<file path="config.mk">
export PLATFORM = sky130hd
export DESIGN_NAME = led_buzzer_pattern_sequencer_top
export DESIGN_NICKNAME = d
export VERILOG_FILES = /design/src/hw/rtl/lbps_pkg.sv /design/src/hw/rtl/led_buzzer_pattern_sequencer_top.sv
export SDC_FILE = /design/constraint.sdc
export NUM_CORES = 1
export LEC_CHECK = 0
export BUFFER_PORTS_ARGS = -buffer_cell sky130_fd_sc_hd__buf_2
export CORE_UTILIZATION = 35
export CTS_CLUSTER_SIZE = 25
export DETAILED_ROUTE_END_ITERATION = 10
export GPL_TIMING_DRIVEN = 0
export HOLD_SLACK_MARGIN = 0.03
export PLACE_DENSITY = 0.62
export SYNTH_ARGS = -nofsm -noshare
export SYNTH_HDL_FRONTEND = slang
export SYNTH_SLANG_ARGS = --single-unit
export TNS_END_PERCENT = 5
</file>
<file path="constraint.sdc">
create_clock -name clk -period 11 [get_ports clk]
set_clock_uncertainty 0.2 [all_clocks]
set_input_delay 0 -clock clk [delete_from_list [all_inputs] [get_ports clk]]
set_output_delay 0 -clock clk [all_outputs]
set_load 0.01 [all_outputs]
</file>
<file path="src/hw/rtl/lbps_pkg.sv">
// Package for the LED/buzzer pattern sequencer: codes, widths and timing tables.
package lbps_pkg;

  localparam int unsigned LevelW = 7;
  localparam int unsigned FreqW  = 16;
  localparam int unsigned ModeW  = 3;
  localparam int unsigned KindW  = 3;
  localparam int unsigned SigTW  = 7;
  localparam int unsigned ModeTW = 8;
  localparam int unsigned CfgIdxW = 3;
  localparam int unsigned CfgDataW = 16;

  localparam logic [LevelW-1:0] LvlFull = 7'd100;
  localparam logic [LevelW-1:0] LvlOff  = 7'd0;

  // opcodes
  localparam logic OP_TICK  = 1'b0;
  localparam logic OP_START = 1'b1;

  // background modes
  localparam logic [ModeW-1:0] MODE_NORMAL = 3'd0;
  localparam logic [ModeW-1:0] MODE_FLYING = 3'd1;
  localparam logic [ModeW-1:0] MODE_PROC1  = 3'd2;
  localparam logic [ModeW-1:0] MODE_PROC2  = 3'd3;
  localparam logic [ModeW-1:0] MODE_MANUAL = 3'd4;

  // signal kinds
  localparam logic [KindW-1:0] SIG_START1   = 3'd0;
  localparam logic [KindW-1:0] SIG_START2   = 3'd1;
  localparam logic [KindW-1:0] SIG_CONTINUE = 3'd2;
  localparam logic [KindW-1:0] SIG_SUCCESS  = 3'd3;
  localparam logic [KindW-1:0] SIG_ERR1     = 3'd4;

  // config register indexes
  localparam logic [CfgIdxW-1:0] REG_LED_MODE  = 3'd0;
  localparam logic [CfgIdxW-1:0] REG_MAN_RED   = 3'd1;
  localparam logic [CfgIdxW-1:0] REG_MAN_GREEN = 3'd2;
  localparam logic [CfgIdxW-1:0] REG_MAN_BLUE  = 3'd3;
  localparam logic [CfgIdxW-1:0] REG_MAN_BUZ   = 3'd4;
  localparam logic [CfgIdxW-1:0] REG_MAN_HZ    = 3'd5;

  // tone frequencies
  localparam logic [FreqW-1:0] HZ_800  = 16'd800;
  localparam logic [FreqW-1:0] HZ_900  = 16'd900;
  localparam logic [FreqW-1:0] HZ_1000 = 16'd1000;
  localparam logic [FreqW-1:0] HZ_1200 = 16'd1200;
  localparam logic [FreqW-1:0] HZ_1500 = 16'd1500;

  // last tick index of each signal; the tick after it ends the signal
  function automatic logic [SigTW-1:0] sig_len(input logic [KindW-1:0] id);
    logic [SigTW-1:0] len;
    unique case (id)
      SIG_START1:   len = 7'd30;
      SIG_START2:   len = 7'd45;
      SIG_CONTINUE: len = 7'd80;
      SIG_SUCCESS:  len = 7'd80;
      default:      len = 7'd100;
    endcase
    return len;
  endfunction

  function automatic logic [LevelW-1:0] sat100(input logic [LevelW-1:0] v);
    return (v > LvlFull) ? LvlFull : v;
  endfunction

  // floor(x / 10) for x below 1029, by reciprocal multiply
  function automatic logic [LevelW-1:0] div10(input logic [9:0] x);
    logic [17:0] prod;
    prod = {8'd0, x} * 18'd205;
    return prod[17:11];
  endfunction

endpackage

</file>
<file path="src/hw/rtl/led_buzzer_pattern_sequencer_top.sv">
// LED/buzzer pattern sequencer: update of light and tone state per input word.
// An accepted input word loads input register s1; its result loads the state/result
// register when s1 advances. Throughput: one word per cycle while out_ready is high;
// a held, unread result stalls it. The per-word update is a single combinational pass.
// Reset (rst_n low, synchronous): pipeline empty, led_mode = processing1, all other
// config registers and sequencer state zero.
module led_buzzer_pattern_sequencer_top
  import lbps_pkg::*;
(
  input  logic                clk,
  input  logic                rst_n,
  input  logic                in_valid,
  output logic                in_ready,
  input  logic                in_opcode,
  input  logic [KindW-1:0]    in_signal_kind,
  output logic                out_valid,
  input  logic                out_ready,
  output logic [LevelW-1:0]   out_red_level,
  output logic [LevelW-1:0]   out_green_level,
  output logic [LevelW-1:0]   out_blue_level,
  output logic                out_buzzer_active,
  output logic [FreqW-1:0]    out_buzzer_freq_hz,
  output logic                out_signal_playing,
  input  logic                cfg_valid,
  output logic                cfg_ready,
  input  logic [CfgIdxW-1:0]  cfg_index,
  input  logic [CfgDataW-1:0] cfg_data
);

  // config registers
  logic [ModeW-1:0]  led_mode_r;
  logic [LevelW-1:0] man_red_r, man_green_r, man_blue_r;
  logic              man_buz_en_r;
  logic [FreqW-1:0]  man_hz_r;

  // input stage
  logic              s1_valid_r;
  logic              s1_op_r;
  logic [KindW-1:0]  s1_kind_r;

  // sequencer state; the hold registers double as the result register
  logic              out_valid_r;
  logic              sig_on_r, sig_on_nxt;
  logic [KindW-1:0]  sig_id_r, sig_id_nxt;
  logic [SigTW-1:0]  sig_t_r, sig_t_nxt;
  logic [ModeTW-1:0] mode_t_r, mode_t_nxt;
  logic [LevelW-1:0] red_r, red_nxt, green_r, green_nxt, blue_r, blue_nxt;
  logic              buzz_r, buzz_nxt;
  logic [FreqW-1:0]  freq_r, freq_nxt;

  logic              adv;
  logic [ModeTW-1:0] bg_t;
  logic [9:0]        t3;
  logic [LevelW-1:0] fly_green, fly_blue;
  logic [ModeTW-1:0] p2_up, p2_dn;

  assign adv       = s1_valid_r && (!out_valid_r || out_ready);
  assign in_ready  = !s1_valid_r || adv;
  assign cfg_ready = 1'b1;

  always_ff @(posedge clk) begin
    if (!rst_n) begin
      led_mode_r   <= MODE_PROC1;
      man_red_r    <= '0;
      man_green_r  <= '0;
      man_blue_r   <= '0;
      man_buz_en_r <= 1'b0;
      man_hz_r     <= '0;
    end else if (cfg_valid) begin
      unique case (cfg_index)
        REG_LED_MODE:  led_mode_r   <= cfg_data[ModeW-1:0];
        REG_MAN_RED:   man_red_r    <= cfg_data[LevelW-1:0];
        REG_MAN_GREEN: man_green_r  <= cfg_data[LevelW-1:0];
        REG_MAN_BLUE:  man_blue_r   <= cfg_data[LevelW-1:0];
        REG_MAN_BUZ:   man_buz_en_r <= cfg_data[0];
        REG_MAN_HZ:    man_hz_r     <= cfg_data[FreqW-1:0];
        default: ;
      endcase
    end
  end

  always_ff @(posedge clk) begin
    if (!rst_n) begin
      s1_valid_r <= 1'b0;
    end else if (in_ready) begin
      s1_valid_r <= in_valid;
    end
  end

  always_ff @(posedge clk) begin
    if (in_ready && in_valid) begin
      s1_op_r   <= in_opcode;
      s1_kind_r <= in_signal_kind;
    end
  end

  // background period wrap
  always_comb begin
    bg_t = mode_t_r;
    unique case (led_mode_r)
      MODE_NORMAL: if (mode_t_r > 8'd200) bg_t = '0;
      MODE_FLYING: if (mode_t_r > 8'd140) bg_t = '0;
      MODE_PROC1, MODE_PROC2: if (mode_t_r > 8'd50) bg_t = '0;
      default: ;
    endcase
  end

  // flying ramp: green = 3t/10, blue = (300 - 3t)/10
  assign t3        = {2'b00, bg_t} + {1'b0, bg_t, 1'b0};
  assign fly_green = div10(t3);
  assign fly_blue  = div10(10'd300 - t3);

  // processing2 ramps, valid over t <= 50
  assign p2_up = {bg_t[5:0], 2'b00};
  assign p2_dn = {bg_t[5:0] - 6'd25, 2'b00};

  always_comb begin
    sig_on_nxt = sig_on_r;
    sig_id_nxt = sig_id_r;
    sig_t_nxt  = sig_t_r;
    mode_t_nxt = mode_t_r;
    red_nxt    = red_r;
    green_nxt  = green_r;
    blue_nxt   = blue_r;
    buzz_nxt   = buzz_r;
    freq_nxt   = freq_r;

    if (s1_op_r == OP_START) begin
      if (s1_kind_r <= SIG_ERR1) begin
        sig_on_nxt = 1'b1;
        sig_id_nxt = s1_kind_r;
        sig_t_nxt  = '0;
      end
    end else if (sig_on_r) begin
      if (sig_t_r > sig_len(sig_id_r)) begin
        // closing tick: outputs untouched
        sig_on_nxt = 1'b0;
        sig_t_nxt  = '0;
      end else begin
        sig_t_nxt = sig_t_r + 7'd1;
        unique case (sig_id_r)
          SIG_START1: begin
            buzz_nxt = 1'b1;
            if (sig_t_r < 7'd15) begin
              freq_nxt = HZ_900;
              {red_nxt, green_nxt, blue_nxt} = {LvlOff, LvlOff, LvlFull};
            end else begin
              freq_nxt = HZ_1500;
              {red_nxt, green_nxt, blue_nxt} = {LvlOff, LvlFull, LvlOff};
            end
          end
          SIG_START2: begin
            buzz_nxt = 1'b1;
            if (sig_t_r < 7'd15) begin
              freq_nxt = HZ_800;
              {red_nxt, green_nxt, blue_nxt} = {LvlFull, LvlOff, LvlOff};
            end else if (sig_t_r < 7'd30) begin
              freq_nxt = HZ_1000;
              {red_nxt, green_nxt, blue_nxt} = {LvlOff, LvlFull, LvlOff};
            end else begin
              freq_nxt = HZ_1200;
              {red_nxt, green_nxt, blue_nxt} = {LvlOff, LvlOff, LvlFull};
            end
          end
          SIG_CONTINUE: begin
            freq_nxt = HZ_1500;
            red_nxt  = LvlOff;
            green_nxt = LvlOff;
            if (sig_t_r < 7'd20) begin
              blue_nxt = LvlFull;
              buzz_nxt = 1'b1;
            end else if (sig_t_r < 7'd40) begin
              blue_nxt = LvlOff;
              buzz_nxt = 1'b0;
            end else if (sig_t_r < 7'd60) begin
              blue_nxt = LvlFull;
            end else begin
              blue_nxt = LvlOff;
            end
          end
          SIG_SUCCESS: begin
            freq_nxt = HZ_1500;
            red_nxt  = LvlOff;
            blue_nxt = LvlOff;
            if (sig_t_r < 7'd20 || (sig_t_r >= 7'd40 && sig_t_r < 7'd60)) begin
              green_nxt = LvlFull;
              buzz_nxt  = 1'b1;
            end else begin
              green_nxt = LvlOff;
              buzz_nxt  = 1'b0;
            end
          end
          default: begin
            buzz_nxt  = 1'b1;
            freq_nxt  = HZ_800;
            green_nxt = LvlOff;
            blue_nxt  = LvlOff;
            if (sig_t_r < 7'd25 || (sig_t_r >= 7'd50 && sig_t_r < 7'd75)) begin
              red_nxt = LvlFull;
            end else begin
              red_nxt = LvlOff;
            end
          end
        endcase
      end
    end else begin
      mode_t_nxt = (bg_t == 8'd255) ? bg_t : bg_t + 8'd1;
      unique case (led_mode_r)
        MODE_NORMAL: begin
          buzz_nxt = 1'b0;
          red_nxt  = LvlOff;
          blue_nxt = LvlOff;
          green_nxt = (bg_t < 8'd100) ? bg_t[LevelW-1:0]
                                      : 7'(8'd200 - bg_t);
        end
        MODE_FLYING: begin
          buzz_nxt  = 1'b0;
          red_nxt   = LvlOff;
          green_nxt = LvlOff;
          if (bg_t < 8'd100) begin
            green_nxt = fly_green;
            blue_nxt  = fly_blue;
          end else if (bg_t < 8'd110 || (bg_t >= 8'd120 && bg_t < 8'd130)) begin
            blue_nxt = LvlFull;
          end else begin
            blue_nxt = LvlOff;
          end
        end
        MODE_PROC1: begin
          buzz_nxt  = 1'b0;
          red_nxt   = LvlOff;
          green_nxt = LvlOff;
          blue_nxt  = {bg_t[5:0], 1'b0};
        end
        MODE_PROC2: begin
          buzz_nxt = 1'b0;
          red_nxt  = LvlOff;
          if (bg_t < 8'd25) begin
            green_nxt = 7'(8'd100 - p2_up);
            blue_nxt  = p2_up[LevelW-1:0];
          end else begin
            green_nxt = p2_dn[LevelW-1:0];
            blue_nxt  = 7'(8'd100 - p2_dn);
          end
        end
        default: begin
          // manual, also for undefined mode codes
          if (man_buz_en_r) freq_nxt = man_hz_r;
          buzz_nxt  = man_buz_en_r;
          red_nxt   = sat100(man_red_r);
          green_nxt = sat100(man_green_r);
          blue_nxt  = sat100(man_blue_r);
        end
      endcase
    end
  end

  always_ff @(posedge clk) begin
    if (!rst_n) begin
      out_valid_r <= 1'b0;
      sig_on_r    <= 1'b0;
      sig_id_r    <= '0;
      sig_t_r     <= '0;
      mode_t_r    <= '0;
      red_r       <= '0;
      green_r     <= '0;
      blue_r      <= '0;
      buzz_r      <= 1'b0;
      freq_r      <= '0;
    end else begin
      if (adv) begin
        out_valid_r <= 1'b1;
        sig_on_r    <= sig_on_nxt;
        sig_id_r    <= sig_id_nxt;
        sig_t_r     <= sig_t_nxt;
        mode_t_r    <= mode_t_nxt;
        red_r       <= red_nxt;
        green_r     <= green_nxt;
        blue_r      <= blue_nxt;
        buzz_r      <= buzz_nxt;
        freq_r      <= freq_nxt;
      end else if (out_ready) begin
        out_valid_r <= 1'b0;
      end
    end
  end

  assign out_valid          = out_valid_r;
  assign out_red_level      = red_r;
  assign out_green_level    = green_r;
  assign out_blue_level     = blue_r;
  assign out_buzzer_active  = buzz_r;
  assign out_buzzer_freq_hz = freq_r;
  assign out_signal_playing = sig_on_r;

endmodule
</file>
==> metrics.md, run 1 <==
| Metric | Value |
|---|---|
| Status | `complete, no violations` |
| Nets | `1407` |
| Vias in the first global route | `7881` |
| Setup_tns | `0 ps` |
| Register area | `2120 um2` |
| Total GRT Usage | `0.195` |
| Area of the mapped netlist | `8920 um2` |
| DR DRC count | `0` |
| Syn Area/Cell | `8.03 um2` |
| ANT nets after route | `0` |
| Area Overhead vs Synth | `16.4%` |
| Maxcap violations | `0` |
| GPL Wtd Cong | `0.874` |
| Synth Instances | `1112` |
| Die area | `26100 um2` |
| Cell area after layout | `10400 um2` |
| Worst slew margin | `0.369` |
| Ports | `70` |
| Share of cells above drive strength 1 | `0.0846` |
| Pleak | `4.77 nW` |
| Final core occ | `0.414` |
| Cell taking the most area after synthesis | `dfxtp_1` |
| Seq cells post-synth | `104` |
| FP Rows | `58` |
| DRT iter0 DRCs | `675` |
| Via density | `5.24` |
| GR Overflow Total | `0` |
| Pin count of the biggest net entering global routing | `18` |
| Synth warnings | `0` |
| Post-synthesis sequential area ratio | `0.238` |
| F_max | `0.0975 GHz` |
| Setup-failing EPs final | `0` |
| Post-Route WL | `25200 um` |
| Die X | `162 um` |
| Synth Flop Type | `dfxtp_1` |
| Via count | `8182` |
| CP Data Required Time | `11030 ps` |
| Top cell type's share of synthesized area | `0.224` |
| Post-synth EDFFs | `4` |
| CP Max Fanout | `10` |
| Core box area | `25100 um2` |
| IO Port Bufs | `66` |
| H-Tree Depth | `3` |
| Post-DP HPWL | `19600 um` |
| Drt pass-1 iters | `5` |
| Hold Vio Cnt, Final | `0` |
| CTS Sinks | `104` |
| TritonCTS buffer count | `9` |
| Crit path capture type | `flop` |
| Hold WC Path Type | `in -> reg` |
| Max incr delay on CP | `520 ps` |
| Clk_lat worst skew | `350 ps` |
| Syn nets | `1294` |
| Slowest CP cell | `fa_1` |
| Final Worst Setup Slack | `744 ps` |
| CTS tree | `yes` |
| Crit Path Class | `reg -> reg` |
| Clk pin slew, worst setup/hold paths | `70 ps` |
| Antenna Cells | `0` |
| Peak supply drop | `0.0902 mV` |
| Largest cells by area after synthesis | `dfxtp_1 22%, ha_1 17%, fa_1 7.0%, a21oi_1 5.1%, nand2_1 4.9%` |
| Worst Setup Start Kind | `flop` |
| Count of unique library cells instantiated by Yosys | `78` |
| First-pass GRT wire length | `40700 um` |
| DP Area | `9670 um2` |
| Max-slew violations | `0` |
| Initial core utilization | `0.355` |
| Pre-CTS setup slack | `228 ps` |
| Period utilization | `0.932` |
| Number of antenna violations at the first check in global routing | `0` |
| Drt wl/cell | `16.2 um` |
| Fillcell total | `2583` |
| Clk root buf | `clkbuf_16` |
| Fin crit period | `10260 ps` |
| PD cells | `85.4 nW/um2` |
| Worst slew pin tran | `945 ps` |
| Worst EP arrival | `10280 ps` |
| Worst hold slack | `177 ps` |
| Worst-case clock buffer depth | `2` |
| Synth async-reset ratio | `0` |
| Die H | `162 um` |
| Multi-input logic area | `6180 um2` |
-- cell type report --
cell class | instances | share of cell area
Clock buffer | 11 | 0.0254
Sequential cell | 104 | 0.204
Clock inverter | 5 | 0.00819
Multi-Input combinational cell | 842 | 0.595
Buffer | 53 | 0.0205
Tap cell | 330 | 0.0398
Inverter | 113 | 0.0408
Timing Repair Buffer | 102 | 0.0660
-- worst max-delay path: cells and delay by family, from the launching register on --
family	cells	cell delay (ps)
buf+inv	7	1250
fa+ha+maj	6	2400
compound gates	17	3910
xor+xnor	2	410
flops	1	310
simple gates	9	1620
-- metrics by stage --
stage | instances | power [mW]
detailed placement | 1508 | 0.518
floorplan | 1112 | 0.478
finish | 1560 | 0.887
global route | 1560 | 0.923
CTS | 1558 | 0.888
global placement | 1508 | 0.517
-- cell families (layout without fill, tap and decap cells) --
kind of cell	count (synthesis)	after routing	synth area share
AO/OA/AOI/OAI	267	267	0.195
XOR/XNOR	47	47	0.0470
adder cells (fa/ha/maj)	155	155	0.243
buffers and inverters	166	284	0.0712
flip-flops	104	104	0.238
multiplexers	26	26	0.0293
other	1	1	0.000420
AND/OR/NAND/NOR	346	346	0.176
-- power breakdown --
group,internal [mW],switching [mW]
registers,0.386,0.00581
logic,0.0476,0.0796
clock network,0.221,0.147
-- state kept, by name, summed over array words and instances, names as in the netlist --
signal / flops
man_hz_r: 16
out_buzzer_freq_hz: 16
mode_t_r: 8
man_blue_r: 7
man_green_r: 7
man_red_r: 7
out_blue_level: 7
out_green_level: 7
out_red_level: 7
sig_t_r: 7
led_mode_r: 3
s1_kind_r: 3
sig_id_r: 3
man_buz_en_r: 1
out_buzzer_active: 1
out_signal_playing: 1
out_valid: 1
s1_op_r: 1
s1_valid_r: 1
-- timing repair --
action | 4_1_cts | 5_1_grt
endpoints found under the hold margin | 61 | 0
resized for setup | 0 | 4
setup buffers | 0 | 2
endpoints found under the setup margin | 0 | 6
hold buffers | 34 | 0
-- cells in the final DEF (no fill, tap or decap), types with 5 or more instances in the layout --
cell type / netlist / layout
a211o_1: 5 / 5
a211oi_1: 8 / 8
a21o_1: 13 / 13
a21oi_1: 91 / 90
a221oi_1: 5 / 5
a22oi_1: 5 / 5
a31oi_1: 8 / 8
and2_1: 10 / 10
buf_2: 1 / 67
clkbuf_1: 46 / 45
clkbuf_16: 0 / 10
dfxtp_1: 100 / 100
dlygate4sd3_1: 0 / 34
fa_1: 31 / 31
ha_1: 123 / 123
inv_1: 110 / 110
mux2i_1: 25 / 25
nand2_1: 117 / 117
nand2b_1: 6 / 6
nand3_1: 27 / 27
nand4_1: 10 / 10
nor2_1: 110 / 110
nor2b_1: 17 / 17
nor3_1: 18 / 18
nor4_1: 5 / 5
o211ai_1: 9 / 9
o21a_1: 9 / 9
o21ai_0: 48 / 48
o21ai_1: 7 / 7
o221ai_1: 6 / 6
xnor2_1: 27 / 26
xor2_1: 19 / 19
-- metal layers --
layer	part of all wire	global-route usage	vias up
li1	-	-	4078
met1	0.48	0.272	3874
met2	0.45	0.315	202
met3	0.049	0.0289	28
met4	0.016	0.0459	0
met5	0	0	-
-- worst paths after layout --
kind                                from                      to  slack, ps  cells past startpoint
hold reg to reg   out_buzzer_freq_hz[12]  out_buzzer_freq_hz[12]        250                      2
setup reg to reg             mode_t_r[1]       out_blue_level[6]        740                     41
hold / removal         in_signal_kind[0]            s1_kind_r[0]        180                      2
setup / recovery             mode_t_r[1]       out_blue_level[6]        740                     41
-- synth_stat cells, drive strengths merged (4+ instances only) --
cell / count
a21oi: 91
a221oi: 5
a21boi: 4
and2: 10
xnor2: 28
nand2b: 6
dfxtp: 100
a22oi: 5
nor3: 18
o221ai: 6
o21a: 9
o311a: 4
a211oi: 8
mux2i: 25
clkbuf: 46
and3: 4
nor2: 112
or2: 4
o21bai: 4
a32oi: 4
a21o: 13
nand4: 10
ha: 123
a31oi: 8
buf: 7
o21ai: 55
nand2: 117
a211o: 5
nor2b: 17
a32o: 4
nor4: 5
xor2: 19
o211ai: 9
nand3: 27
fa: 31
inv: 113
edfxtp: 4
Note: power is estimated with default switching activity, not from simulation.
==> inputs of run 2 (changes only) <==
--- a/config.mk
+++ b/config.mk
@@ -7,6 +7,7 @@
 export LEC_CHECK = 0
 export BUFFER_PORTS_ARGS = -buffer_cell sky130_fd_sc_hd__buf_2
 export CORE_UTILIZATION = 35
+export CTS_BUF_LIST = sky130_fd_sc_hd__clkbuf_8
 export CTS_CLUSTER_SIZE = 25
 export DETAILED_ROUTE_END_ITERATION = 10
 export GPL_TIMING_DRIVEN = 0
==> metrics.md, run 2 (synthesis results as in run 1) <==
| Metric | Value |
|---|---|
| Nets | `1407 (unchanged)` |
| Cell area after layout | `10300 um2 (was 10400 um2)` |
| GPL Wtd Cong | `0.874 (unchanged)` |
| Area Overhead vs Synth | `15.3% (was 16.4%)` |
| Pleak | `4.73 nW (was 4.77 nW)` |
| Vias in the first global route | `7876 (was 7881)` |
| Final Worst Setup Slack | `759 ps (was 744 ps)` |
| Core box area | `25100 um2 (unchanged)` |
| IO Port Bufs | `66 (unchanged)` |
| Clk pin slew, worst setup/hold paths | `100 ps (was 70 ps)` |
| Register area | `2120 um2 (unchanged)` |
| PD cells | `79.1 nW/um2 (was 85.4 nW/um2)` |
| Status | `complete, no violations (unchanged)` |
| Max incr delay on CP | `520 ps (about the same)` |
| Multi-input logic area | `6180 um2 (unchanged)` |
| Antenna Cells | `0 (unchanged)` |
| Number of antenna violations at the first check in global routing | `0 (unchanged)` |
| CP Max Fanout | `10 (unchanged)` |
| Drt wl/cell | `16.1 um (was 16.2 um)` |
| Pin count of the biggest net entering global routing | `18 (unchanged)` |
| Worst slew pin tran | `924 ps (was 945 ps)` |
| Clk root buf | `clkbuf_8 (was clkbuf_16)` |
| CP Data Required Time | `11050 ps (was 11030 ps)` |
| Most common cell after layout, fill and taps aside | `ha_1 (unchanged)` |
| Peak supply drop | `0.0625 mV (was 0.0902 mV)` |
| Maxcap violations | `0 (unchanged)` |
| Post-placement cell count | `1508 (unchanged)` |
| Setup-failing EPs final | `0 (unchanged)` |
| TritonCTS buffer count | `9 (unchanged)` |
| Worst slew margin | `0.382 (was 0.369)` |
| Commonest cells after routing, fill and taps aside | `123 x ha_1, 117 x nand2_1, 110 x inv_1, 110 x nor2_1, 100 x dfxtp_1 (unchanged)` |
| GR Overflow Total | `0 (unchanged)` |
| Post-Route WL | `25100 um (was 25200 um)` |
| Total GRT Usage | `0.194 (was 0.195)` |
| Worst Setup Start Kind | `flop (unchanged)` |
| Drt pass-1 iters | `7 (was 5)` |
| DRT iter0 DRCs | `657 (was 675)` |
| Die area | `26100 um2 (unchanged)` |
| CTS Sinks | `104 (unchanged)` |
| Fillcell total | `2598 (was 2583)` |
| Clk_lat worst skew | `380 ps (was 350 ps)` |
| Period utilization | `0.931 (was 0.932)` |
| Crit path capture type | `flop (unchanged)` |
| Ports | `70 (unchanged)` |
| Crit Path Class | `reg -> reg (unchanged)` |
| Via count | `8199 (was 8182)` |
| Hold Vio Cnt, Final | `0 (unchanged)` |
| CTS tree | `yes (unchanged)` |
| Hold WC Path Type | `in -> reg (unchanged)` |
| Final Instance Count excl. Fillers | `1560 (unchanged)` |
| DR DRC count | `0 (unchanged)` |
| Initial core utilization | `0.355 (unchanged)` |
| Final core occ | `0.410 (was 0.414)` |
| First-pass GRT wire length | `40700 um (about the same)` |
| Die H | `162 um (unchanged)` |
| Via density | `5.26 (was 5.24)` |
| H-Tree Depth | `3 (unchanged)` |
| Die X | `162 um (unchanged)` |
| F_max | `0.0976 GHz (was 0.0975 GHz)` |
| DP Area | `9670 um2 (unchanged)` |
| Pre-CTS setup slack | `228 ps (unchanged)` |
| Share of cells above drive strength 1 | `0.0846 (unchanged)` |
| Fin crit period | `10240 ps (was 10260 ps)` |
| Worst-case clock buffer depth | `2 (unchanged)` |
| Slowest CP cell | `fa_1 (unchanged)` |
| Worst EP arrival | `10290 ps (was 10280 ps)` |
| ANT nets after route | `0 (unchanged)` |
| FP Rows | `58 (unchanged)` |
| Max-slew violations | `0 (unchanged)` |
| Post-DP HPWL | `19600 um (unchanged)` |
## run 2: through the flow
step	total power, mW	hold WS, ps	TNS [ps]
final	0.814	151	0
after CTS	0.817	137	0
after global routing	0.850	131	-6.25
after detailed placement	0.518	-21.4	0
after global placement	0.517	-21.0	0
after floorplan	0.478	-101	0
## run 2: critical path, delay by kind of cell (launching register included)
family          cells  cell delay (ps)
simple gates        9             1610
flops               1              320
buf+inv             7             1250
xor+xnor            2              410
fa+ha+maj           6             2390
compound gates     17             3880
## run 2: final cells by class
cell class | count | share of cell area
multi-input cells | 842 | 0.601
flip-flops and latches | 104 | 0.206
repair buffers | 102 | 0.0666
inverters | 113 | 0.0412
well taps | 330 | 0.0401
plain buffers | 53 | 0.0207
clock buffers | 10 | 0.0134
clock inverters | 6 | 0.0112
## run 2: power breakdown
part	internal (mW)	total [mW]	switching (mW)
sequential	0.386	0.392	0.00580
combinational	0.0476	0.127	0.0791
clock	0.159	0.295	0.137
## run 2: what timing repair did
item	4_1_cts	5_1_grt
hold endpoints to repair	62	0
setup buffers	0	2
hold buffers	34	0
setup endpoints to repair	0	6
gates resized for setup	0	5
## run 2: path summary, 6_finish.rpt
check	startpoint	cells past startpoint	to	slack, ps
worst max-delay path	mode_t_r[1]	41	out_blue_level[6]	760
worst min-delay path	in_signal_kind[0]	2	s1_kind_r[0]	150
worst max register to register	mode_t_r[1]	41	out_blue_level[6]	760
worst min register to register	out_red_level[4]	2	out_red_level[4]	260
## run 2: layer usage
| metal | vias to the layer above | wire length [um] | global-route usage |
|---|---|---|---|
| li1 | 4073 | - | - |
| met1 | 3867 | 11900 | 0.272 |
| met2 | 224 | 11400 | 0.314 |
| met3 | 35 | 1330 | 0.0281 |
| met4 | 0 | 416 | 0.0429 |
| met5 | - | 0 | 0 |
==> inputs of run 3 (changes only) <==
--- a/config.mk
+++ b/config.mk
@@ -6,6 +6,7 @@
 export NUM_CORES = 1
 export LEC_CHECK = 0
 export BUFFER_PORTS_ARGS = -buffer_cell sky130_fd_sc_hd__buf_2
+export CORE_ASPECT_RATIO = 0.7
 export CORE_UTILIZATION = 35
 export CTS_BUF_LIST = sky130_fd_sc_hd__clkbuf_8
 export CTS_CLUSTER_SIZE = 25
==> metrics.md, run 3 (synthesis results as in run 1) <==
| Metric | Value |
|---|---|
| Setup_tns | `0 ps (unchanged)` |
| Reg-to-reg slack, setup | `580 ps (was 760 ps)` |
| Drt wl/cell | `16.9 um (was 16.1 um)` |
| Peak supply drop | `0.0634 mV (was 0.0625 mV)` |
| Worst slew pin tran | `1090 ps (was 924 ps)` |
| Maxcap violations | `0 (unchanged)` |
| Die area | `26200 um2 (was 26100 um2)` |
| ANT nets after route | `0 (unchanged)` |
| TritonCTS buffer count | `9 (unchanged)` |
| Core box area | `24900 um2 (was 25100 um2)` |
| Post-DP HPWL | `20900 um (was 19600 um)` |
| Status | `complete, but fails checks (was complete, no violations)` |
| Hold WC Path Type | `in -> reg (unchanged)` |
| Antenna Cells | `0 (unchanged)` |
| Period utilization | `0.947 (was 0.931)` |
| Worst EP arrival | `10540 ps (was 10290 ps)` |
| Hold path depth | `2 (unchanged)` |
| R2R cell count | `40 (was 41)` |
| Hold Startpoint | `in_signal_kind[2] (was in_signal_kind[0])` |
| Via count | `8313 (was 8199)` |
| IO Port Bufs | `66 (unchanged)` |
| Die H | `136 um (was 162 um)` |
| Number of antenna violations at the first check in global routing | `1 (was 0)` |
| H-Tree Depth | `3 (unchanged)` |
| Clk root buf | `clkbuf_8 (unchanged)` |
| DRT iter0 DRCs | `714 (was 657)` |
| DR DRC count | `2 (was 0)` |
| GPL Wtd Cong | `0.961 (was 0.874)` |
| CP Max Fanout | `10 (unchanged)` |
| GR Overflow Total | `0 (unchanged)` |
| Fillcell total | `2594 (was 2598)` |
| Worst Setup Start Kind | `flop (unchanged)` |
| Final Power | `0.804 mW (was 0.814 mW)` |
| Crit Path Class | `reg -> reg (unchanged)` |
| Vias in the first global route | `7629 (was 7876)` |
| Total GRT Usage | `0.205 (was 0.194)` |
| Slowest CP cell | `fa_1 (unchanged)` |
| Max-slew violations | `0 (unchanged)` |
| Clk pin slew, worst setup/hold paths | `110 ps (was 100 ps)` |
| Share of cells above drive strength 1 | `0.0834 (was 0.0846)` |
| Hold Vio Cnt, Final | `0 (unchanged)` |
| Failing checks | `DRC` |
| RSZ-0062 raised after global routing | `no` |
| CP Data Required Time | `11130 ps (was 11050 ps)` |
| First-pass GRT wire length | `41600 um (was 40700 um)` |
| Clk_lat worst skew | `390 ps (was 380 ps)` |
| Worst r2r src | `mode_t_r[0] (was mode_t_r[1])` |
| Commonest cells after routing, fill and taps aside | `123 x ha_1, 117 x nand2_1, 110 x inv_1, 110 x nor2_1, 100 x dfxtp_1 (unchanged)` |
| R2R Path End | `out_blue_level[3] (was out_blue_level[6])` |
| PD cells | `77.8 nW/um2 (was 79.1 nW/um2)` |
| Fin crit period | `10420 ps (was 10240 ps)` |
| Setup-failing EPs final | `0 (unchanged)` |
| Most common cell after layout, fill and taps aside | `ha_1 (unchanged)` |
| Worst slew margin | `0.274 (was 0.382)` |
| Initial core utilization | `0.359 (was 0.355)` |
| Nets | `1412 (was 1407)` |
| Crit path capture type | `flop (unchanged)` |
| Die X | `193 um (was 162 um)` |
| CTS tree | `yes (unchanged)` |
| Area Overhead vs Synth | `15.8% (was 15.3%)` |
| Drt pass-1 iters | `8 (was 7)` |
| WHS Endpoint | `s1_kind_r[2] (was s1_kind_r[0])` |
| Ports | `70 (unchanged)` |
| FP Rows | `48 (was 58)` |
| Max incr delay on CP | `520 ps (about the same)` |
| CTS Sinks | `104 (unchanged)` |
| Via density | `5.33 (was 5.26)` |
| F_max | `0.0960 GHz (was 0.0976 GHz)` |
| Worst-case clock buffer depth | `2 (unchanged)` |
| Pin count of the biggest net entering global routing | `19 (was 18)` |
| Post-Route WL | `26400 um (was 25100 um)` |
| Pleak | `4.76 nW (was 4.73 nW)` |
run 3: changes by cell type in the layout (fill, tap and decap cells not counted), sizes merged:
cell,before,now
buf,76,74
bufinv,3,2
clkbuf,55,56
dlygate4sd3,34,40
inv,114,115
run 3: layer usage:
layer  part of all wire  vias to the layer above  global-route usage
met4              0.010                        0              0.0302
met1               0.53                     3969               0.327
met3              0.080                       23              0.0554
met5                  0                        -                   0
li1                   -                     4080                   -
met2               0.38                      241               0.268
run 3: critical path, delay by kind of cell (launching register included):
| kind | cells | cell delay (ps) |
|---|---|---|
| buffers and inverters | 6 | 1170 |
| and+or+nand+nor | 11 | 1700 |
| xor gates and xnor gates | 2 | 600 |
| DFF | 1 | 420 |
| adders and majority gates | 6 | 2400 |
| AOI/OAI and AO/OA | 15 | 3830 |
run 3: per-stage QoR:
| stage | hold WS (ps) | cells | instance area, um2 | setup WS (ps) | utilization |
|---|---|---|---|---|---|
| floorplan | -101 | 1112 | 8920 | 1920 | - |
| global placement | -22.4 | 1503 | 9660 | 187 | 0.389 |
| detailed placement | -20.7 | 1503 | 9660 | 113 | 0.389 |
| CTS | 109 | 1559 | 10300 | 119 | 0.414 |
| global route | 123 | 1560 | 10300 | 20.8 | 0.416 |
| finish | 136 | 1560 | 10300 | 582 | 0.416 |
run 3: cell type report:
class                      instances  area (um2)  share of cell area
clock inverter                     6        98.8             0.00957
multi-input combinational        842        6190               0.599
inverter                         113         424              0.0411
buffer                            53         213              0.0206
clock buffer                      10         138              0.0133
timing repair buffer             107         738              0.0715
tap                              325         407              0.0394
sequential                       104        2120               0.205
run 3: what timing repair did:
action | in CTS | in global routing
hold endpoints to repair | 61 | 0
endpoints found under the setup margin | 0 | 6
resized for setup | 0 | 5
hold buffers | 40 | 0
buffers inserted | 0 | 1
run 3: worst max path at each step:
| stage | cells past startpoint | startpoint | endpoint | slack (ps) |
|---|---|---|---|---|
| final | 40 | mode_t_r[0] | out_blue_level[3] | 580 |
| after global routing | 40 | mode_t_r[0] | out_blue_level[3] | 20 |
| after CTS | 40 | mode_t_r[0] | out_blue_level[6] | 120 |
| after detailed placement | 40 | mode_t_r[0] | out_blue_level[6] | 110 |
| after global placement | 40 | mode_t_r[0] | out_blue_level[6] | 190 |
| after floorplan | 41 | mode_t_r[1] | out_blue_level[6] | 1920 |
run 3: where the power goes:
part / leakage (nW) / switching, mW / internal [mW]
Clock: 0.117 / 0.141 / 0.138
Combinational: 3.79 / 0.0842 / 0.0488
Sequential: 0.848 / 0.00603 / 0.386
